==> config.mk <==
export PLATFORM = sky130hd
export DESIGN_NAME = fpa_div_cell
export DESIGN_NICKNAME = d
export VERILOG_FILES = /design/src/hdl/fpa_pkg.sv /design/src/hdl/fpa_div_cell.sv
export SDC_FILE = /design/constraint.sdc
export NUM_CORES = 1
export LEC_CHECK = 0
export ABC_AREA = 1
export BUFFER_PORTS_ARGS = -buffer_cell sky130_fd_sc_hd__buf_2
export CAP_MARGIN = 15
export CORE_MARGIN = 3
export CORE_UTILIZATION = 25
export CTS_CLUSTER_SIZE = 24
export DETAILED_ROUTE_END_ITERATION = 16
export SYNTH_ARGS = -nofsm -noshare
export SYNTH_HDL_FRONTEND = slang
export SYNTH_SLANG_ARGS = --single-unit
==> constraint.sdc <==
create_clock -name clock -period 3.15 [get_ports clock]
set_input_delay 0 -clock clock [delete_from_list [all_inputs] [get_ports clock]]
set_output_delay 0 -clock clock [all_outputs]
set_load 0.01 [all_outputs]
==> src/hdl/fpa_pkg.sv <==
// Package for the Q24.8 fixed-point ALU: action and status codes,
// the per-item side record and the saturation helper.
// No dependencies.
package fpa_pkg;

   typedef enum logic [3:0] {
      ACT_ADD, ACT_SUB, ACT_MUL, ACT_DIV, ACT_GT, ACT_LT, ACT_GE, ACT_LE,
      ACT_EQ, ACT_NE, ACT_INC, ACT_DEC, ACT_MIN, ACT_MAX, ACT_FROM_INT, ACT_TO_INT
   } fpa_action_type;

   typedef enum logic [1:0] {
      ST_OK  = 2'd0,
      ST_OVF = 2'd1,
      ST_DZ  = 2'd2
   } fpa_status_type;

   // Result fields that travel beside the divider data.
   typedef struct packed {
      logic           is_div;
      logic           neg;
      logic [31:0]    value;
      logic           cmp;
      fpa_status_type status;
   } fpa_side_type;

   localparam logic signed [63:0] S32_MAX = 64'sh0000_0000_7FFF_FFFF;
   localparam logic signed [63:0] S32_MIN = -64'sh0000_0000_8000_0000;

   // Clamp a wide signed value to 32 bits; the top bit of the result flags overflow.
   function automatic logic [32:0] fpa_sat(input logic signed [63:0] v);
      logic [32:0] r;
      if (v > S32_MAX) begin
         r = {1'b1, S32_MAX[31:0]};
      end else if (v < S32_MIN) begin
         r = {1'b1, S32_MIN[31:0]};
      end else begin
         r = {1'b0, v[31:0]};
      end
      return r;
   endfunction

endpackage

==> src/hdl/fpa_div_cell.sv <==
// One restoring-division cell: develops one quotient bit per cycle while enable is high and
// hands remainder, numerator, quotient, divisor and side record on. Depends on fpa_pkg.
module fpa_div_cell #(
   parameter int NB = 40
) (
   input  logic                  clock,
   input  logic                  reset,
   input  logic                  enable,
   input  logic                  valid_i,
   input  logic [31:0]           rem_i,
   input  logic [NB-1:0]         num_i,
   input  logic [NB-1:0]         quo_i,
   input  logic [31:0]           den_i,
   input  fpa_pkg::fpa_side_type side_i,
   output logic                  valid_o,
   output logic [31:0]           rem_o,
   output logic [NB-1:0]         num_o,
   output logic [NB-1:0]         quo_o,
   output logic [31:0]           den_o,
   output fpa_pkg::fpa_side_type side_o
);
   import fpa_pkg::*;

   logic          valid_ff;
   logic [31:0]   rem_ff, rem_in;
   logic [NB-1:0] num_ff, quo_ff, quo_in;
   logic [31:0]   den_ff;
   fpa_side_type  side_ff;
   logic [32:0]   shifted;
   logic [32:0]   diff;

   // Shift in the next numerator bit and try to subtract the divisor.
   always_comb begin
      shifted = {rem_i, num_i[NB-1]};
      diff    = shifted - {1'b0, den_i};
      if (shifted >= {1'b0, den_i}) begin
         rem_in = diff[31:0];
         quo_in = {quo_i[NB-2:0], 1'b1};
      end else begin
         rem_in = shifted[31:0];
         quo_in = {quo_i[NB-2:0], 1'b0};
      end
   end

   always_ff @(posedge clock) begin
      if (reset) begin
         valid_ff <= 1'b0;
      end else if (enable) begin
         valid_ff <= valid_i;
      end
      if (enable) begin
         rem_ff  <= rem_in;
         num_ff  <= {num_i[NB-2:0], 1'b0};
         quo_ff  <= quo_in;
         den_ff  <= den_i;
         side_ff <= side_i;
      end
   end

   assign valid_o = valid_ff;
   assign rem_o   = rem_ff;
   assign num_o   = num_ff;
   assign quo_o   = quo_ff;
   assign den_o   = den_ff;
   assign side_o  = side_ff;

endmodule
Word-level counts from Yosys, hierarchy flattened
Index checks and enable logic that the tools add are counted.

Word-level logic and storage cells: 14. Output and inout bits: 182. Flip-flop bits (word level): 181. Bits of input ports: 185.

Add/sub/neg operators: 1. Mux-type cells: 2. Order comparisons: 1.

Operator list (number): $ge A33 B32 Y1 (1); $mux W32 (1); $sub A32 B32 Y32 (1); $mux W1 (1).

Depth between registers and ports, before layout
Gate-level depths: netlist of run 1.

Depth after elaboration: 2. Gate-level depth with buffers: 16. Mapped depth without buffers: 14.

Worst setup path before layout of run 1
No wires, ideal clock.

Path kind: input -> register. Start: in num_i[39]. End: reg rem_ff[16] (netlist: rem_o[16]), data pin. Arrival time: 1362 ps. Library setup time: 252 ps. Required time: 2898 ps. Cell stages on the path: 13. Setup slack: 1535 ps. Buffers on the path: 0. Path through: inv_1 > ha_1 > fa_1 > inv_1 > nand3_1 > nand3_1 > nand2_1 > nand3_1 > nand3_1 > nand2_1 > nand2_1 > nand3_2 > nand2_1.

Longest elaborated chain between the ends: 2. Elaborated cells on any way between the ends: 3. Classes of those cells: add/sub: 1; order compare: 1; mux: 1.

RTL lines: start, declared (line fpa_div_cell.sv:11) `input logic [NB-1:0] num_i,`; $sub A32 B32 Y32 / $ge A33 B32 Y1 (equally long branches) (line fpa_div_cell.sv:35, fpa_div_cell.sv:36); $mux W32 (*) (line fpa_div_cell.sv:36) `if (shifted >= {1'b0, den_i}) begin`; named net rem_in[16] (line fpa_div_cell.sv:25) `logic [31:0] rem_ff, rem_in;`; end signal, assigned (line fpa_div_cell.sv:52) `rem_ff <= rem_in;`; end, declared (line fpa_div_cell.sv:25).

Mark *: on every way through the listed nets, which the timed path passes. The rest lies on a longest branch. A chain may end at the register's enable or synchronous reset.

Final worst setup path of run 1
Start: in den_i[14]. End: reg rem_ff[23] (netlist: rem_o[23]), data pin.

Longest elaborated chain between the ends: 2. Elaborated cells on any way between the ends: 3. Classes of those cells: add/sub: 1; order compare: 1; mux: 1.

RTL lines: start, declared (line fpa_div_cell.sv:13) `input logic [31:0] den_i,`; $sub A32 B32 Y32 / $ge A33 B32 Y1 (equally long branches) (line fpa_div_cell.sv:35, fpa_div_cell.sv:36); $mux W32 (*) (line fpa_div_cell.sv:36); named net rem_in[23] (line fpa_div_cell.sv:25).

Marked as above.

==> results of run 1 <==
## power by group
part           internal (mW)  total [mW]  switching (mW)  leakage (nW)
Sequential              2.91        2.96          0.0525          1.77
Combinational          0.569        1.31           0.741          4.37
Clock                   1.05        2.07            1.02         0.270
Total                   4.52        6.34            1.82          6.41
## per-layer routing
metal | share of wire | wire length (microns) | vias up
met3 | 0.063 | 1789 | 32
li1 | - | - | 3809
met4 | 0.019 | 530 | 0
met5 | 0 | 0 | -
met2 | 0.55 | 15420 | 253
met1 | 0.37 | 10510 | 3499
## placed cells by master (no fill, tap or decap), types with 11 or more instances in the layout
master           n
buf_2          363
nand2_1        274
dlygate4sd3_1  181
edfxtp_1       180
inv_1          150
nand3_1         56
nor2_1          35
ha_1            32
a21oi_1         21
clkbuf_16       17
xor2_1          13
nand3_2         11
nand3b_1        11
## metrics by stage
| step | util | instances |
|---|---|---|
| final | 0.3953 | 1849 |
| after global routing | 0.3953 | 1849 |
| after CTS | 0.3953 | 1849 |
| after detailed placement | 0.3246 | 1636 |
| after global placement | 0.3246 | 1636 |
| after floorplan | - | 832 |
## cell families (layout without fill, tap and decap cells)
group,Yosys count,in the layout
and+or+nand+nor,416,416
DFF,181,181
buffers and inverters,161,730
adders and majority gates,33,33
AOI/OAI and AO/OA,25,25
xor gates and xnor gates,14,14
other,1,1
muxes,1,1
## worst max-delay path, cell delays in order
cell           delay, ps
dlygate4sd3_1        540
buf_2                150
inv_1                 60
ha_1                 340
nand2_1              140
nor2_1               100
nand2_1               80
nor2_2                50
nand2_1               60
nand2_1               80
nor2_4               730
nand2_8              320
nand3_2              180
nand2_1               70
## final timing paths
kind                     to  slack, ps  depth (start not counted)
hold reg to reg     valid_o       1040                          3
hold / removal    quo_o[19]         80                          1
setup / recovery  rem_o[23]        400                         14
setup reg to reg    valid_o       2020                          3
## flip-flops by register name, summed over array words and instances, names as in the netlist
signal   flops
quo_o       40
num_o       39
side_o      37
den_o       32
rem_o       32
valid_o      1
## final cells by class
type / count / area (sq um) / area share
inverter: 150 / 563.0 / 0.04227
timing repair buffer: 548 / 3675 / 0.2759
clock inverter: 14 / 140.1 / 0.01052
tap: 448 / 560.5 / 0.04208
clock buffer: 18 / 429.2 / 0.03222
multi-input combinational: 490 / 2529 / 0.1898
sequential: 181 / 5425 / 0.4073
## repair_timing
action	in CTS	in global routing
setup buffers	0	0
hold buffers	181	0
hold endpoints to repair	180	0
==> results_dict.tcl, run 1 <==
set metrics [dict create \
    status "finished clean" \
    globalRouteMet1Util 0.1575 \
    synth_top_family_by_area "simple AND/OR/NAND/NOR gates" \
    dpl-instance-area_sq_um 10940 \
    cts_tree "yes" \
    root_buffer "clkbuf_16" \
    yosysMostFrequentCell "nand2_1" \
    core_sq_um 33700 \
    place_ws_ps 436.9 \
    powerDensity_nw_per_um2 476.1 \
    seq_area_frac_synth 0.6300 \
    grt_pass1_vias 7770 \
    postRouteAntennaNets 0 \
    critPathKind "in2reg" \
    synth_compound_gate_area_share 0.01511 \
    wl_per_cell_microns 15.28 \
    synth_top_area_cell "edfxtp_1" \
    fin_ws_ps 396.2 \
    netlist_area_sq_um 8611 \
    grt_pass1_wl_microns 41910 \
    dr.pass1.iters 5 \
    drv_cap 0 \
    grt_use_met2 0.2921 \
    hp-class "in2reg" \
    clock_path_buffers 2 \
    clkLatencyLatePin_ps 440 \
    worst_setup_path_end_kind "flip-flop" \
    cts_inserted_buffers 17 \
    synth-seq-cells 181 \
    synth-edff-count 180 \
    p_leak_nw 6.405 \
    die_area_sq_um 36710 \
    synth-xor-area-share 0.01424 \
    synth-async-reset-ratio 0 \
    ys_top_cells_by_area "edfxtp_1 (63%), nand2_1 (12%), inv_1 (6.5%)" \
    start_kind "input port" \
    path_clk_slew_ps 70 \
    slew_headroom 0.3615 \
    fmax_ghz 0.3631 \
    vias 7593 \
    ctsHtreeMaxLevel 4 \
    rsz0062_at_grt "no" \
    place_hpwl_microns 20580 \
    grt_usage 0.1498 \
    drc 0 \
    synthDistinctLibCells 30 \
    grt_start_max_net_pins 71 \
    grt-ovfl-total 0 \
    area_growth_pct 54.71 \
    synth_cells 832 \
    setup_tns_ps 0 \
    cts.sinks 181 \
    fin_skew_ps 0 \
    yosysWarnings 0 \
    drive_gt1_frac 0.3005 \
    routed_wl_microns 28250 \
    yosys-top-cells-count "nand2_1 (274), edfxtp_1 (180), inv_1 (150), nand3_1 (56), nor2_1 (35)" \
    worst_pin_slew_ps 955.5 \
    rows 67 \
    finalPower_mw 6.343 \
    grtUsageMet3 0.03596 \
    pin_count 367 \
    stdcell_area_sq_um 13320 \
    finalCriticalPeriod_ps 2754 \
    cp_max_fo 35 \
    setup_violations 0 \
    synth_adder_area_share 0.04882 \
    io_buffer_count 364 \
    diodes 0 \
    synth_simple_gate_area_frac 0.2139 \
    period_share 0.8742 \
    start_util 0.2555 \
    num-nets-final 1606 \
    slew_violations 0 \
    post_cts_resized 0 \
    gp_congestion 0.8633 \
    required_ps 3340 \
    die_h_microns 191.6 \
    first_iter_violations 304 \
    vdd_drop_max_mv 0.3664 \
    min_from "enable" \
    busiest_layer "met2" \
    die_w_microns 191.6 \
    crit_start "den_i[14]" \
    r2r-start "valid_o" \
    synthFlopType "edfxtp_1" \
    synth_top_area_share 0.6277 \
    arrival_ps 2940 \
    drt-vias-per-instance 4.107 \
    finalHoldViolations 0 \
    antenna_found_initial 0 \
    fillers 3339 \
    synthMuxAreaShare 0.001162 \
    holdWs_ps 77.80 \
    avgSynthCellArea_sq_um 10.35 \
    synth_fp_nets 1050 \
]
No activity file was read; power rests on OpenSTA's default activity.
==> run 2: changes to the inputs <==
Settings changed: CORE_MARGIN 3 to default, PLACE_DENSITY from default to 0.57.
==> run 2 against run 1 <==
Net effect:
- setup slack lost 1.8 ps
- die area shrank 4.1%
- non-clock buffer count shrank 1
==> results_dict.tcl, run 2 (synthesis results as in run 1) <==
set metrics [dict create \
    first_iter_violations 347 \
    grt_usage 0.1583 \
    worst_setup_path_end_kind "flip-flop" \
    fillers 3379 \
    fmax_ghz 0.3629 \
    pin_count 367 \
    grt_start_max_net_pins 77 \
    ctsHtreeMaxLevel 4 \
    cpLargestDelayFamily "simple AND/OR/NAND/NOR gates" \
    fin_ws_ps 394.4 \
    start_util 0.2555 \
    cp_common_cell "nand2_1" \
    root_buffer "clkbuf_16" \
    place_ws_ps 417.3 \
    final_cell_mix "buf_2 (363), nand2_1 (274), dlygate4sd3_1 (181), edfxtp_1 (180), inv_1 (150)" \
    wl_per_cell_microns 14.81 \
    slowest_stage "nor2_4" \
    slew_headroom 0.3694 \
    drv_cap 0 \
    grt_pass1_wl_microns 42450 \
    setup_violations 0 \
    multiInputGateArea_sq_um 2529 \
    period_share 0.8748 \
    cp_max_fo 35 \
    fin_skew_ps 0 \
    drive_gt1_frac 0.3000 \
    cp_cell_sequence "dlygate4sd3_1 -> buf_2 -> inv_1 -> ha_1 -> nand2_1 -> nor2_1 -> nand2_1 -> nor2_2 -> nand2_1 -> nand2_1 -> nor2_4 -> nand2_8 -> nand3_2 -> nand2_1" \
    r2r_end "valid_o" \
    rows 67 \
    crit_buf_inv 3 \
    vdd_drop_max_mv 0.3962 \
    slew_violations 0 \
    min_to "num_o[25]" \
    critPathKind "in2reg" \
    finalCriticalPeriod_ps 2756 \
    finalPower_mw 6.505 \
    worst_pin_slew_ps 943.7 \
    vias 7483 \
    clkLatencyLatePin_ps 440 \
    status "finished clean" \
    seq_area_sq_um 5425 \
    diodes 0 \
    cts_tree "yes" \
    core_sq_um 33700 \
    die_w_microns 187.6 \
    p_leak_nw 6.426 \
    post_cts_resized 0 \
    setup_tns_ps 0 \
    cts_inserted_buffers 17 \
    dr.pass1.iters 4 \
    min_from "enable" \
    arrival_ps 2960 \
    gp_congestion 0.8536 \
    cts_setup_buffers 0 \
    largest_reg_flops 40 \
    cts.sinks 181 \
    crit_path_max_incr_delay_ps 720 \
    stdcell_area_sq_um 13360 \
    antenna_found_initial 0 \
    top_layer "met4" \
    place_hpwl_microns 19990 \
    die_area_sq_um 35190 \
    grt_pass1_vias 7665 \
    r2r_cells 3 \
    grt-ovfl-total 0 \
    io_buffer_count 364 \
    powerDensity_nw_per_um2 486.7 \
    drt-vias-per-instance 4.049 \
    hp-class "in2reg" \
    r2r-start "valid_o" \
    clock_path_buffers 2 \
    dpl-instance-area_sq_um 10940 \
    path_clk_slew_ps 70 \
    postRouteAntennaNets 0 \
    start_kind "input port" \
    area_growth_pct 55.20 \
    min_path_cells 1 \
    wl_met1_microns 10940 \
    drc 0 \
    wl_met3_microns 1440 \
    rsz0062_at_grt "no" \
    layout.cells.most_common "buf_2" \
    die_h_microns 187.6 \
    wl_met2_microns 14760 \
    num-nets-final 1605 \
    r2r_setup_slack_ps 1980 \
    required_ps 3350 \
    finalHoldViolations 0 \
    routed_wl_microns 27370 \
]
## run 2: changes by cell type in the layout (fill, tap and decap cells not counted), sizes merged
cell	change
clkinvlp	-1
clkinv	-1
buf	-2
bufinv	+2
clkbuf	+1
## run 2: worst max path at each step
stage                    from   endpoint  depth (start not counted)
finish              den_i[14]  rem_o[23]                         14
global route        den_i[27]   rem_o[1]                         14
CTS                 rem_i[26]  rem_o[23]                         13
detailed placement  den_i[14]  rem_o[23]                         13
global placement    den_i[14]  rem_o[23]                         13
floorplan           num_i[39]  rem_o[16]                         13
## run 2: area by class of cell
type	instances	area share
clock buffer	18	0.03211
clock inverter	14	0.01404
inverter	150	0.04213
multi-input combinational	490	0.1892
sequential	181	0.4060
tap	448	0.04194
timing repair buffer	547	0.2746
## run 2: routing by layer
metal | vias up | global-route usage
li1 | 3809 | -
met5 | - | 0
met2 | 228 | 0.3011
met1 | 3432 | 0.1748
met3 | 14 | 0.03818
met4 | 0 | 0.03784
## run 2: timing repair
| item | 4_1_cts | 5_1_grt |
|---|---|---|
| endpoints found under the hold margin | 180 | 0 |
| setup endpoints to repair | 0 | 0 |
| hold buffers | 181 | 0 |
## run 2: power by group
group / switching, mW / total, mW / internal, mW / leakage, nW
clock network: 1.03 / 2.24 / 1.21 / 0.295
logic: 0.733 / 1.30 / 0.568 / 4.36
registers: 0.0552 / 2.96 / 2.91 / 1.77
## run 2: per-stage QoR
step,instances,utilization,hold slack (ps)
global route,1848,0.3966,228.9
floorplan,832,-,72.38
detailed placement,1635,0.3245,169.4
CTS,1848,0.3966,197.2
global placement,1635,0.3245,158.3
finish,1848,0.3966,184.6
