===== config.mk =====
export PLATFORM = sky130hd
export DESIGN_NAME = fpa_front
export DESIGN_NICKNAME = d
export VERILOG_FILES = /design/src/hdl/fpa_pkg.sv /design/src/hdl/fpa_front.sv
export SDC_FILE = /design/constraint.sdc
export NUM_CORES = 1
export LEC_CHECK = 0
export BUFFER_PORTS_ARGS = -buffer_cell sky130_fd_sc_hd__buf_2
export CORE_MARGIN = 3
export CORE_UTILIZATION = 44
export DETAILED_ROUTE_END_ITERATION = 16
export PLACE_DENSITY = 0.62
export SLEW_MARGIN = 20
export SYNTH_ARGS = -nofsm -noshare
export SYNTH_HDL_FRONTEND = slang
export SYNTH_SLANG_ARGS = --single-unit

===== constraint.sdc =====
create_clock -name vclk -period 5.2
set_input_delay 0.52 -clock vclk [all_inputs]
set_output_delay 0.52 -clock vclk [all_outputs]
set_load 0.01 [all_outputs]

===== src/hdl/fpa_pkg.sv =====
// Package for the Q24.8 fixed-point ALU: action and status codes,
// the per-item side record and the saturation helper.
// No dependencies.
package fpa_pkg;

   typedef enum logic [3:0] {
      ACT_ADD, ACT_SUB, ACT_MUL, ACT_DIV, ACT_GT, ACT_LT, ACT_GE, ACT_LE,
      ACT_EQ, ACT_NE, ACT_INC, ACT_DEC, ACT_MIN, ACT_MAX, ACT_FROM_INT, ACT_TO_INT
   } fpa_action_type;

   typedef enum logic [1:0] {
      ST_OK  = 2'd0,
      ST_OVF = 2'd1,
      ST_DZ  = 2'd2
   } fpa_status_type;

   // Result fields that travel beside the divider data.
   typedef struct packed {
      logic           is_div;
      logic           neg;
      logic [31:0]    value;
      logic           cmp;
      fpa_status_type status;
   } fpa_side_type;

   localparam logic signed [63:0] S32_MAX = 64'sh0000_0000_7FFF_FFFF;
   localparam logic signed [63:0] S32_MIN = -64'sh0000_0000_8000_0000;

   // Clamp a wide signed value to 32 bits; the top bit of the result flags overflow.
   function automatic logic [32:0] fpa_sat(input logic signed [63:0] v);
      logic [32:0] r;
      if (v > S32_MAX) begin
         r = {1'b1, S32_MAX[31:0]};
      end else if (v < S32_MIN) begin
         r = {1'b1, S32_MIN[31:0]};
      end else begin
         r = {1'b0, v[31:0]};
      end
      return r;
   endfunction

endpackage


===== src/hdl/fpa_front.sv =====
// Decode stage of the fixed-point ALU: every action but the multiply and the divide, and the
// divider operand preparation. Depends on fpa_pkg.
module fpa_front #(
   parameter int FRAC_BITS = 8
) (
   input  fpa_pkg::fpa_action_type  action,
   input  logic signed [31:0]       operand_a,
   input  logic signed [31:0]       operand_b,
   output fpa_pkg::fpa_side_type    side,
   output logic [32+FRAC_BITS-1:0]  num,
   output logic [31:0]              den
);
   import fpa_pkg::*;

   localparam int NB = 32 + FRAC_BITS;

   logic signed [63:0] a64;
   logic signed [63:0] b64;
   logic [32:0]        sat;
   logic [31:0]        abs_a;

   assign a64   = 64'(operand_a);
   assign b64   = 64'(operand_b);
   assign abs_a = operand_a[31] ? 32'(-operand_a) : operand_a;
   assign den   = operand_b[31] ? 32'(-operand_b) : operand_b;
   assign num   = NB'({abs_a, {FRAC_BITS{1'b0}}});

   // Per-action result selection.
   always_comb begin
      side        = '0;
      side.status = ST_OK;
      sat         = '0;
      case (action)
         ACT_ADD:      sat = fpa_sat(a64 + b64);
         ACT_SUB:      sat = fpa_sat(a64 - b64);
         ACT_INC:      sat = fpa_sat(a64 + 64'sd1);
         ACT_DEC:      sat = fpa_sat(a64 - 64'sd1);
         ACT_FROM_INT: sat = fpa_sat(a64 <<< FRAC_BITS);
         ACT_TO_INT:   sat = {1'b0, 32'(operand_a >>> FRAC_BITS)};
         ACT_MIN:      sat = {1'b0, (operand_a > operand_b) ? operand_b : operand_a};
         ACT_MAX:      sat = {1'b0, (operand_a > operand_b) ? operand_a : operand_b};
         ACT_GT:       side.cmp = operand_a > operand_b;
         ACT_LT:       side.cmp = operand_a < operand_b;
         ACT_GE:       side.cmp = operand_a >= operand_b;
         ACT_LE:       side.cmp = operand_a <= operand_b;
         ACT_EQ:       side.cmp = operand_a == operand_b;
         ACT_NE:       side.cmp = operand_a != operand_b;
         ACT_DIV: begin
            if (operand_b == 32'sd0) begin
               side.status = ST_DZ;
            end else begin
               side.is_div = 1'b1;
               side.neg    = operand_a[31] ^ operand_b[31];
            end
         end
         default: sat = '0;
      endcase
      side.value = sat[31:0];
      if (sat[32]) begin
         side.status = ST_OVF;
      end
   end

endmodule


-- Yosys cells after proc, flatten, opt, wreduce, memory -nomap -nowiden
Cells that the tools add are included.
- flip-flop bits (word level): 0
- logic and storage cells: 60
- add/sub/neg operators: 6
- order comparisons: 14
- equal/unequal tests: 16
- mux-type cells: 21
- bitwise operators: 1
- reduce and logical (&&, ||, !) cells: 2
- operators with widths (cell ; number):
    33-bit two-way mux ; 10
    33-bit case mux with 8 select lines ; 1
    33-bit by 32-bit > comparator with 1-bit output, second input constant ; 4
    33-bit by 32-bit < comparator with 1-bit output, second input constant ; 4
    32-bit two-way mux ; 4
    32-bit negation ; 2
    40-bit by 32-bit > comparator with 1-bit output, second input constant ; 1
    40-bit by 32-bit < comparator with 1-bit output, second input constant ; 1
    32-bit by 2-bit adder with 33-bit output, second input constant ; 1
    32-bit by 32-bit adder with 33-bit output ; 1
    32-bit by 2-bit subtractor with 33-bit output, second input constant ; 1
    32-bit by 32-bit subtractor with 33-bit output ; 1
    32-bit == test ; 1
    4-bit == test, second input constant ; 8
    32-bit >= comparator ; 1
    32-bit > comparator ; 1
    32-bit less-or-equal comparator ; 1
    32-bit zero test ; 1
    32-bit < comparator ; 1
    32-bit != test ; 1
    4-bit by 3-bit == test with 1-bit output, second input constant ; 4
    2-bit two-way mux ; 5
    1-bit case mux with 6 select lines ; 1
    4-bit by 1-bit == test with 1-bit output, second input constant ; 1
    3 further kinds ; 3

-- Depth between registers and ports, before layout
Gate-level depths: netlist of the first run.
- word-level depth: 6
- gate-level depth with buffers: 16

-- Worst setup path before layout of the first run
Ideal clock, no wire load.
- kind: in2out
- start: in operand_a[0]
- end: out side[30] (netlist name)
- arrival time: 4.193 ns
- required time: 4.680 ns
- path slack: 0.487 ns
- stages on the path: 15
- buffers on the path: 2
- path through: clkbuf_1 -> inv_1 -> ha_1 -> fa_1 -> nand2b_1 -> a211oi_1 -> nor2_1 -> o31ai_2 -> a31oi_1 -> and2_1 -> clkbuf_1 -> a211oi_1 -> inv_1 -> o221a_2 -> o211ai_1
- RTL lines (element ; line ; source):
    start: declaration ; fpa_front.sv:7 ; input logic signed [31:0] operand_a,
    end: declaration ; fpa_front.sv:9 ; output fpa_pkg::fpa_side_type side,

==> results.yml, run 1 <==
outcome:
  status: "finished clean"
hold_path:
  hp-class: "in -> out"
sta:
  rsz0062_at_grt: "no"
  hold_ws_ns: 1.34
  setup_viol: 0
  timing.slew.headroom_pct: 24.4
  finalCritPeriodShare_pct: 95.9
  fin_crit_ns: 4.99
  hold_viol: 0
  fmax_ghz: 0.201
  tightestPinTransition_ns: 1.13
  slew_violations: 0
  setup_tns_ns: 0
floorplanning:
  die_area_mm2: 0.0218
  num_io_pins: 177
  coreArea_mm2: 0.0196
  initial_core_util_pct: 45.0
  num_rows: 51
  dieWidth_um: 148
  die_h_um: 148
clocking:
  postCtsSetupBuffers: 0
  cts_resized: 0
  cts_hold_buffers: 0
finish:
  clkbuf_count: 0
  drive_above_1_share_pct: 20.7
  seq_cell_count: 0
  regArea_um2: 0
  layoutNonFillerInstCount: 1843
  areaGrowthSynthToFinish_pct: 19.3
  final_area_mm2: 0.0105
  fillCellCount: 2024
  layout.nets: 1719
  antenna_cells: 0
critical_path:
  startpoint: "operand_a[4]"
  worstPathArrival_ns: 4.47
  crit_path_start_kind: "primary input"
  crit_required_ns: 4.68
  cp_max_fo: 16
  critPathKind: "in -> out"
  cp-end-kind: "output pin"
  crit_end: "side[23]"
detailed_routing:
  detail-route-antenna-nets: 0
  drc: 0
  routed_wl_mm: 46.5
  drtPass1Iterations: 6
  viasPerCell: 6.74
  drt_first_iter_violations: 1747
  post_drt_wl_per_cell_um: 25.2
  vias: 12400
power_and_ir_drop:
  power.switching_uw: 774
  p_seq_share_pct: 0
  combinationalPowerShare_pct: 100.0
  power.leakage_nw: 4.45
  internal_power_uw: 453
  irDropWorstVdd_uv: 58.1
  pwr_density_cell_mw_per_mm2: 117
  pwr-share-clk_pct: 0
  sw_frac_of_total_pct: 63.1
logic_synthesis:
  synth_cell_types: 78
  yosysMostFrequentCell: "nand2_1"
  yosysTopAreaCell: "xnor2_1"
  ys_warn_count: 0
  synth_commonest_cells: "nand2_1, xnor2_1, a21oi_1"
  ys_top_cells_by_area: "xnor2_1, ha_1, nand2_1, a21oi_1, o21ai_0"
  seq_area_frac_synth_pct: 0
  synth_cells: 1397
  synth_area_per_cell_um2: 6.31
  synth.top_cell.area_share_pct: 12.8
  synth_area_mm2: 0.00881
global_route:
  grt_overflow_total: 0
  grt_max_degree: 51
  grt_pass1_wl_mm: 68.8
  antenna_found_initial: 0
  grt.total_usage_pct: 40.1
  grt_pass1_vias: 11400
place:
  dpl.cell_count: 1843
  portBuffers: 169
  dpl.hpwl_mm: 37.9
  placed_area_mm2: 0.0105
  place.gp.congestion: 1.03
run:
  drv_cap: 0
-- critical path, stage by stage --
cell and delay (ns):
buf_2 0.32, ha_1 0.40, nor2_1 0.13, o311ai_0 0.24, a21oi_1 0.41, o211ai_1 0.22, a211oi_1 0.42, or2_0 0.39
o31a_1 0.31, nand2b_1 0.24, nand2_1 0.09, or4_1 0.59, buf_2 0.18
-- layout make-up --
type                       count  area, um^2  share of cell area (%)
timing repair buffer         294        1820                    17.3
multi-input combinational   1209        8080                    76.8
inverter                      75         282                    2.68
tap                          265         332                    3.15
-- power by group through the flow --
stage	clock, mW	sequential [mW]	combinational, mW
after floorplan	0	0	0.717
final	0	0	1.23
after detailed placement	0	0	1.18
after global placement	0	0	1.19
after CTS	0	0	1.19
after global routing	0	0	1.30
-- metrics by stage --
step	power [mW]	worst slack [ns]	utilization, %
after floorplan	0.717	0.487	-
after global placement	1.19	0.300	53.7
after detailed placement	1.18	0.380	53.7
after CTS	1.19	0.374	53.7
after global routing	1.30	0.0959	53.7
final	1.23	0.213	53.7
-- metal layers --
metal | track usage, % | vias up | routed length, um
li1 | - | 5541 | -
met1 | 55.6 | 5770 | 18500
met2 | 61.6 | 963 | 19500
met3 | 7.42 | 154 | 6070
met4 | 15.7 | 0 | 2390
met5 | 0 | - | 0
-- layout by cell type (no fill, tap or decap), drive strengths merged, types with 12 or more instances in the layout --
cell type / instances
a211oi: 22
or4: 13
nor3: 44
and2: 16
o211ai: 12
o31ai: 20
nand4: 38
ha: 69
a222oi: 15
or3: 23
xor2: 16
a21oi: 103
nand3: 43
a221oi: 19
xnor2: 129
a22oi: 18
nor4: 31
buf: 294
nand2b: 24
and3: 22
o21ai: 96
inv: 75
nand2: 138
nor2: 100
o21bai: 12
a21o: 13
-- worst min-delay path by stage --
stage                             start  endpoint  depth (start not counted)
after floorplan           operand_b[30]   den[31]                          1
after detailed placement   operand_b[0]    den[0]                          2
after global placement     operand_b[0]    den[0]                          2
after global routing       operand_b[0]    den[0]                          2
final                      operand_b[0]    den[0]                          2
after CTS                  operand_b[0]    den[0]                          2
-- cells by family (layout without fill, tap and decap cells) --
logic type               Yosys count  in the layout  share of synthesized area (%)
AND/OR/NAND/NOR                  535            535                           31.4
AO/OA/AOI/OAI                    442            442                           33.9
adder cells (fa/ha/maj)           72             72                           10.4
multiplexers                       7              7                          0.838
other                              1              8                         0.0426
buffers and inverters            195            369                           8.99
XOR/XNOR                         145            145                           14.4
Note: power is estimated with default switching activity, not from simulation.
==> run 2, diff against run 1 <==
Settings changed: CORE_ASPECT_RATIO from default to 0.6.
==> run 2 against run 1 <==
Compared with the run above: cell area increased by 1.4%; global-route usage increased by 2.5 points; worst setup slack got worse by 0.13 ns; die area increased by 0.26%; count of clock-buffer cells in the layout unchanged; hold slack improved by 0.0011 ns; highest routed layer is now met5.
==> results.yml, run 2 (synthesized netlist as in run 1, its figures left out) <==
clocking:
  cts_hold_buffers: 0
  cts_resized: 0
  postCtsSetupBuffers: 0
finish:
  areaGrowthSynthToFinish_pct: 21.0
  drive_above_1_share_pct: 21.6
  layout.nets: 1736
  final_common_cell: "buf_2"
  clkbuf_count: 0
  final_area_mm2: 0.0107
  layoutNonFillerInstCount: 1862
  final_cell_mix: "buf_2, buf_4, nand2_1"
  fillCellCount: 2055
  regArea_um2: 0
  seq_cell_count: 0
  multi_input_area_mm2: 0.00809
sta:
  setup_viol: 0
  fin_crit_ns: 5.12
  timing.slew.headroom_pct: 32.9
  hold_ws_ns: 1.34
  slew_violations: 0
  hold_viol: 0
  finalCritPeriodShare_pct: 98.5
  tightestPinTransition_ns: 0.998
  rsz0062_at_grt: "no"
  setup_tns_ns: 0
  fmax_ghz: 0.195
hold_path:
  hp-class: "in -> out"
  hold_start: "operand_b[0]"
detailed_routing:
  routed_wl_mm: 49.4
  viasPerCell: 6.86
  wl_met3_mm: 8.97
  vias: 12800
  drtPass1Iterations: 10
  post_drt_wl_per_cell_um: 26.5
  top_layer: "met5"
  wl_met2_mm: 17.8
  drt_first_iter_violations: 2013
  detail-route-antenna-nets: 0
  m1WireLength_mm: 21.3
  drc: 0
critical_path:
  startpoint: "operand_b[8]"
  crit_path_start_kind: "primary input"
  slowest_stage: "a21oi_1"
  crit_family: "compound AO/OA/AOI/OAI gates"
  crit_path_cell_trace: "buf_2 -> inv_1 -> ha_1 -> inv_1 -> a2111o_1 -> a31oi_1 -> o2111ai_1 -> a21oi_1 -> nor2_1 -> buf_4 -> mux2i_2 -> buf_12 -> a221o_1 -> a221oi_1 -> nand3_1 -> buf_2"
  critPathKind: "in -> out"
  worstPathArrival_ns: 4.60
  crit_required_ns: 4.68
  cp_max_fo: 14
  cp-end-kind: "output pin"
  crit_path_max_incr_delay_ns: 0.54
  path_buf_inv: 6
place:
  dpl.hpwl_mm: 40.4
  dpl.cell_count: 1861
  placed_area_mm2: 0.0106
  portBuffers: 169
  place.gp.congestion: 1.11
floorplanning:
  die_area_mm2: 0.0218
  num_io_pins: 177
  coreArea_mm2: 0.0193
  die_h_um: 116
  dieWidth_um: 189
  initial_core_util_pct: 45.6
  num_rows: 39
global_route:
  grt.total_usage_pct: 42.6
  grt_max_degree: 51
  grt_overflow_total: 0
  grt_pass1_vias: 11200
  antenna_found_initial: 2
  grt_pass1_wl_mm: 71.3
run:
  drv_cap: 0
outcome:
  status: "finished clean"
[run 2: path summary, 6_finish.rpt]
kind	to	slack, ns	cells after the start
setup / recovery	side[14]	0.08	16
hold / removal	den[0]	1.34	2
[run 2: metrics by stage]
stage          util (%)  setup slack (ns)
6_report           55.1            0.0791
5_1_grt            55.1            0.0277
4_1_cts            55.1             0.176
3_5_place_dp       55.1             0.211
3_3_place_gp       55.1             0.174
2_1_floorplan         -             0.487
[run 2: cell type report]
class / instances / area share [%]
Multi-Input combinational cell: 1209 / 75.9
Antenna cell: 1 / 0.0235
Tap cell: 266 / 3.12
Inverter: 75 / 2.64
Timing Repair Buffer: 311 / 18.3
[run 2: per-layer routing]
layer | GRT usage [%] | up-vias
met3 | 21.8 | 124
met2 | 55.5 | 1089
met5 | 5.77 | -
met4 | 5.26 | 14
li1 | - | 5587
met1 | 62.2 | 5962
==> run 3, diff against run 2 <==
Settings changed: PLACE_DENSITY 0.62 to 0.65, RECOVER_POWER from default to 50.
==> run 3 against run 2 <==
Compared with the run above: the flow now finishes with violations (max-capacitance violations, max-slew violations); cell count is 0.16% higher; critical endpoint is now side[26]; via count is 0.21% lower; fmax is 1.4% lower; flip-flop and latch count stayed put; count of clock-buffer cells in the layout stayed put; die area stayed put; non-clock buffer count is 3 higher; core utilization is 0.30 points lower; cell area is 0.55% lower; critical path depth is 2 higher; routed wire length is 2.7% lower; worst setup slack worse by 0.072 ns.
==> results.yml, run 3 (synthesized netlist as in run 1, its figures left out) <==
critical_path:
  cp-end-kind: "output pin"
  crit_path_cell_trace: "buf_2 -> inv_1 -> ha_1 -> nand4_1 -> buf_4 -> nor3_1 -> nand4_1 -> nand3_1 -> buf_4 -> a21oi_1 -> buf_4 -> nor2_1 -> mux2i_2 -> buf_4 -> a221o_1 -> a221oi_1 -> nand3_1 -> buf_2"
  cp_max_fo: 8
  slowest_stage: "ha_1"
  crit_path_start_kind: "primary input"
  crit_top_cell: "buf_4"
  worstPathArrival_ns: 4.67
  crit_path_max_incr_delay_ns: 0.47
  crit_family: "simple AND/OR/NAND/NOR gates"
  critPathKind: "in -> out"
  path_buf_inv: 7
  crit_required_ns: 4.68
finish:
  regArea_um2: 0
  clkbuf_count: 0
  seq_cell_count: 0
  layoutNonFillerInstCount: 1865
  final_cell_mix: "nand2_1, buf_4, buf_2"
  drive_above_1_share_pct: 18.9
  final_area_mm2: 0.0106
  areaGrowthSynthToFinish_pct: 20.3
  fillCellCount: 2068
  layout.nets: 1739
  final_common_cell: "nand2_1"
sta:
  rsz0062_at_grt: "no"
  tightestPinTransition_ns: 1.65
  slew_violations: 33
  hold_viol: 0
  timing.slew.headroom_pct: -10.2
  setup_viol: 0
  finalCritPeriodShare_pct: 99.9
  setup_tns_ns: 0
  fin_crit_ns: 5.19
  fmax_ghz: 0.193
global_route:
  grt_max_degree: 51
  grt_pass1_wl_mm: 70.0
  antenna_found_initial: 1
  grt_pass1_vias: 11200
  grt_overflow_total: 0
  grt.total_usage_pct: 41.5
detailed_routing:
  drtPass1Iterations: 7
  detail-route-antenna-nets: 0
  viasPerCell: 6.84
  vias: 12700
  drt_first_iter_violations: 2228
  drc: 0
  post_drt_wl_per_cell_um: 25.8
  routed_wl_mm: 48.1
run:
  drv_cap: 1
floorplanning:
  dieWidth_um: 189
  coreArea_mm2: 0.0193
  die_area_mm2: 0.0218
  initial_core_util_pct: 45.6
  die_h_um: 116
  num_io_pins: 177
  num_rows: 39
clocking:
  postCtsSetupBuffers: 0
  cts_hold_buffers: 0
place:
  place.gp.congestion: 1.07
  dpl.cell_count: 1864
  portBuffers: 169
  dpl.hpwl_mm: 39.2
  placed_area_mm2: 0.0107
outcome:
  violations: "max-capacitance violations, max-slew violations"
  status: "finished, violations left"
hold_path:
  whs_path_depth: 3
  hp-class: "in -> out"
  hold_start: "operand_b[9]"
  min_to: "den[9]"
==> run 3: cell type report <==
cell class,count,area [um^2],area share (%)
well taps,266,333,3.14
inverters,75,282,2.66
multi-input cells,1209,8080,76.2
repair buffers,314,1900,18.0
diodes,1,2.50,0.0236
==> run 3: routing by layer <==
metal  up-vias  wire length [um]  global-route usage, %  share of wire (%)
met5         -                13                      0              0.027
met4         2               811                   5.30                1.7
met3        99              9150                   19.6                 19
met2      1118             17700                   55.7                 37
met1      5943             20400                   60.7                 42
li1       5587                 -                      -                  -
==> run 3: through the flow <==
| stage | hold slack [ns] | utilization, % | setup slack (ns) |
|---|---|---|---|
| 2_1_floorplan | 1.09 | - | 0.487 |
| 3_3_place_gp | 1.33 | 55.2 | 0.374 |
| 3_5_place_dp | 1.33 | 55.2 | 0.292 |
| 4_1_cts | 1.33 | 55.2 | 0.282 |
| 5_1_grt | 1.39 | 54.8 | 0.0308 |
| 6_report | 1.37 | 54.8 | 0.00670 |
==> run 3: how the worst max path moves through the flow <==
stage | from | end | slack, ns | cells past startpoint
3_5_place_dp | operand_a[2] | side[23] | 0.29 | 13
6_report | operand_b[4] | side[26] | 0.007 | 18
3_3_place_gp | operand_b[6] | side[26] | 0.37 | 18
4_1_cts | operand_b[6] | side[26] | 0.28 | 18
5_1_grt | operand_b[17] | side[26] | 0.03 | 18
2_1_floorplan | operand_a[0] | side[30] | 0.49 | 15
==> run 3: repair_timing <==
action	CTS	global route
gates resized for setup	0	3
setup endpoints to repair	0	3
endpoints found under the hold margin	0	0
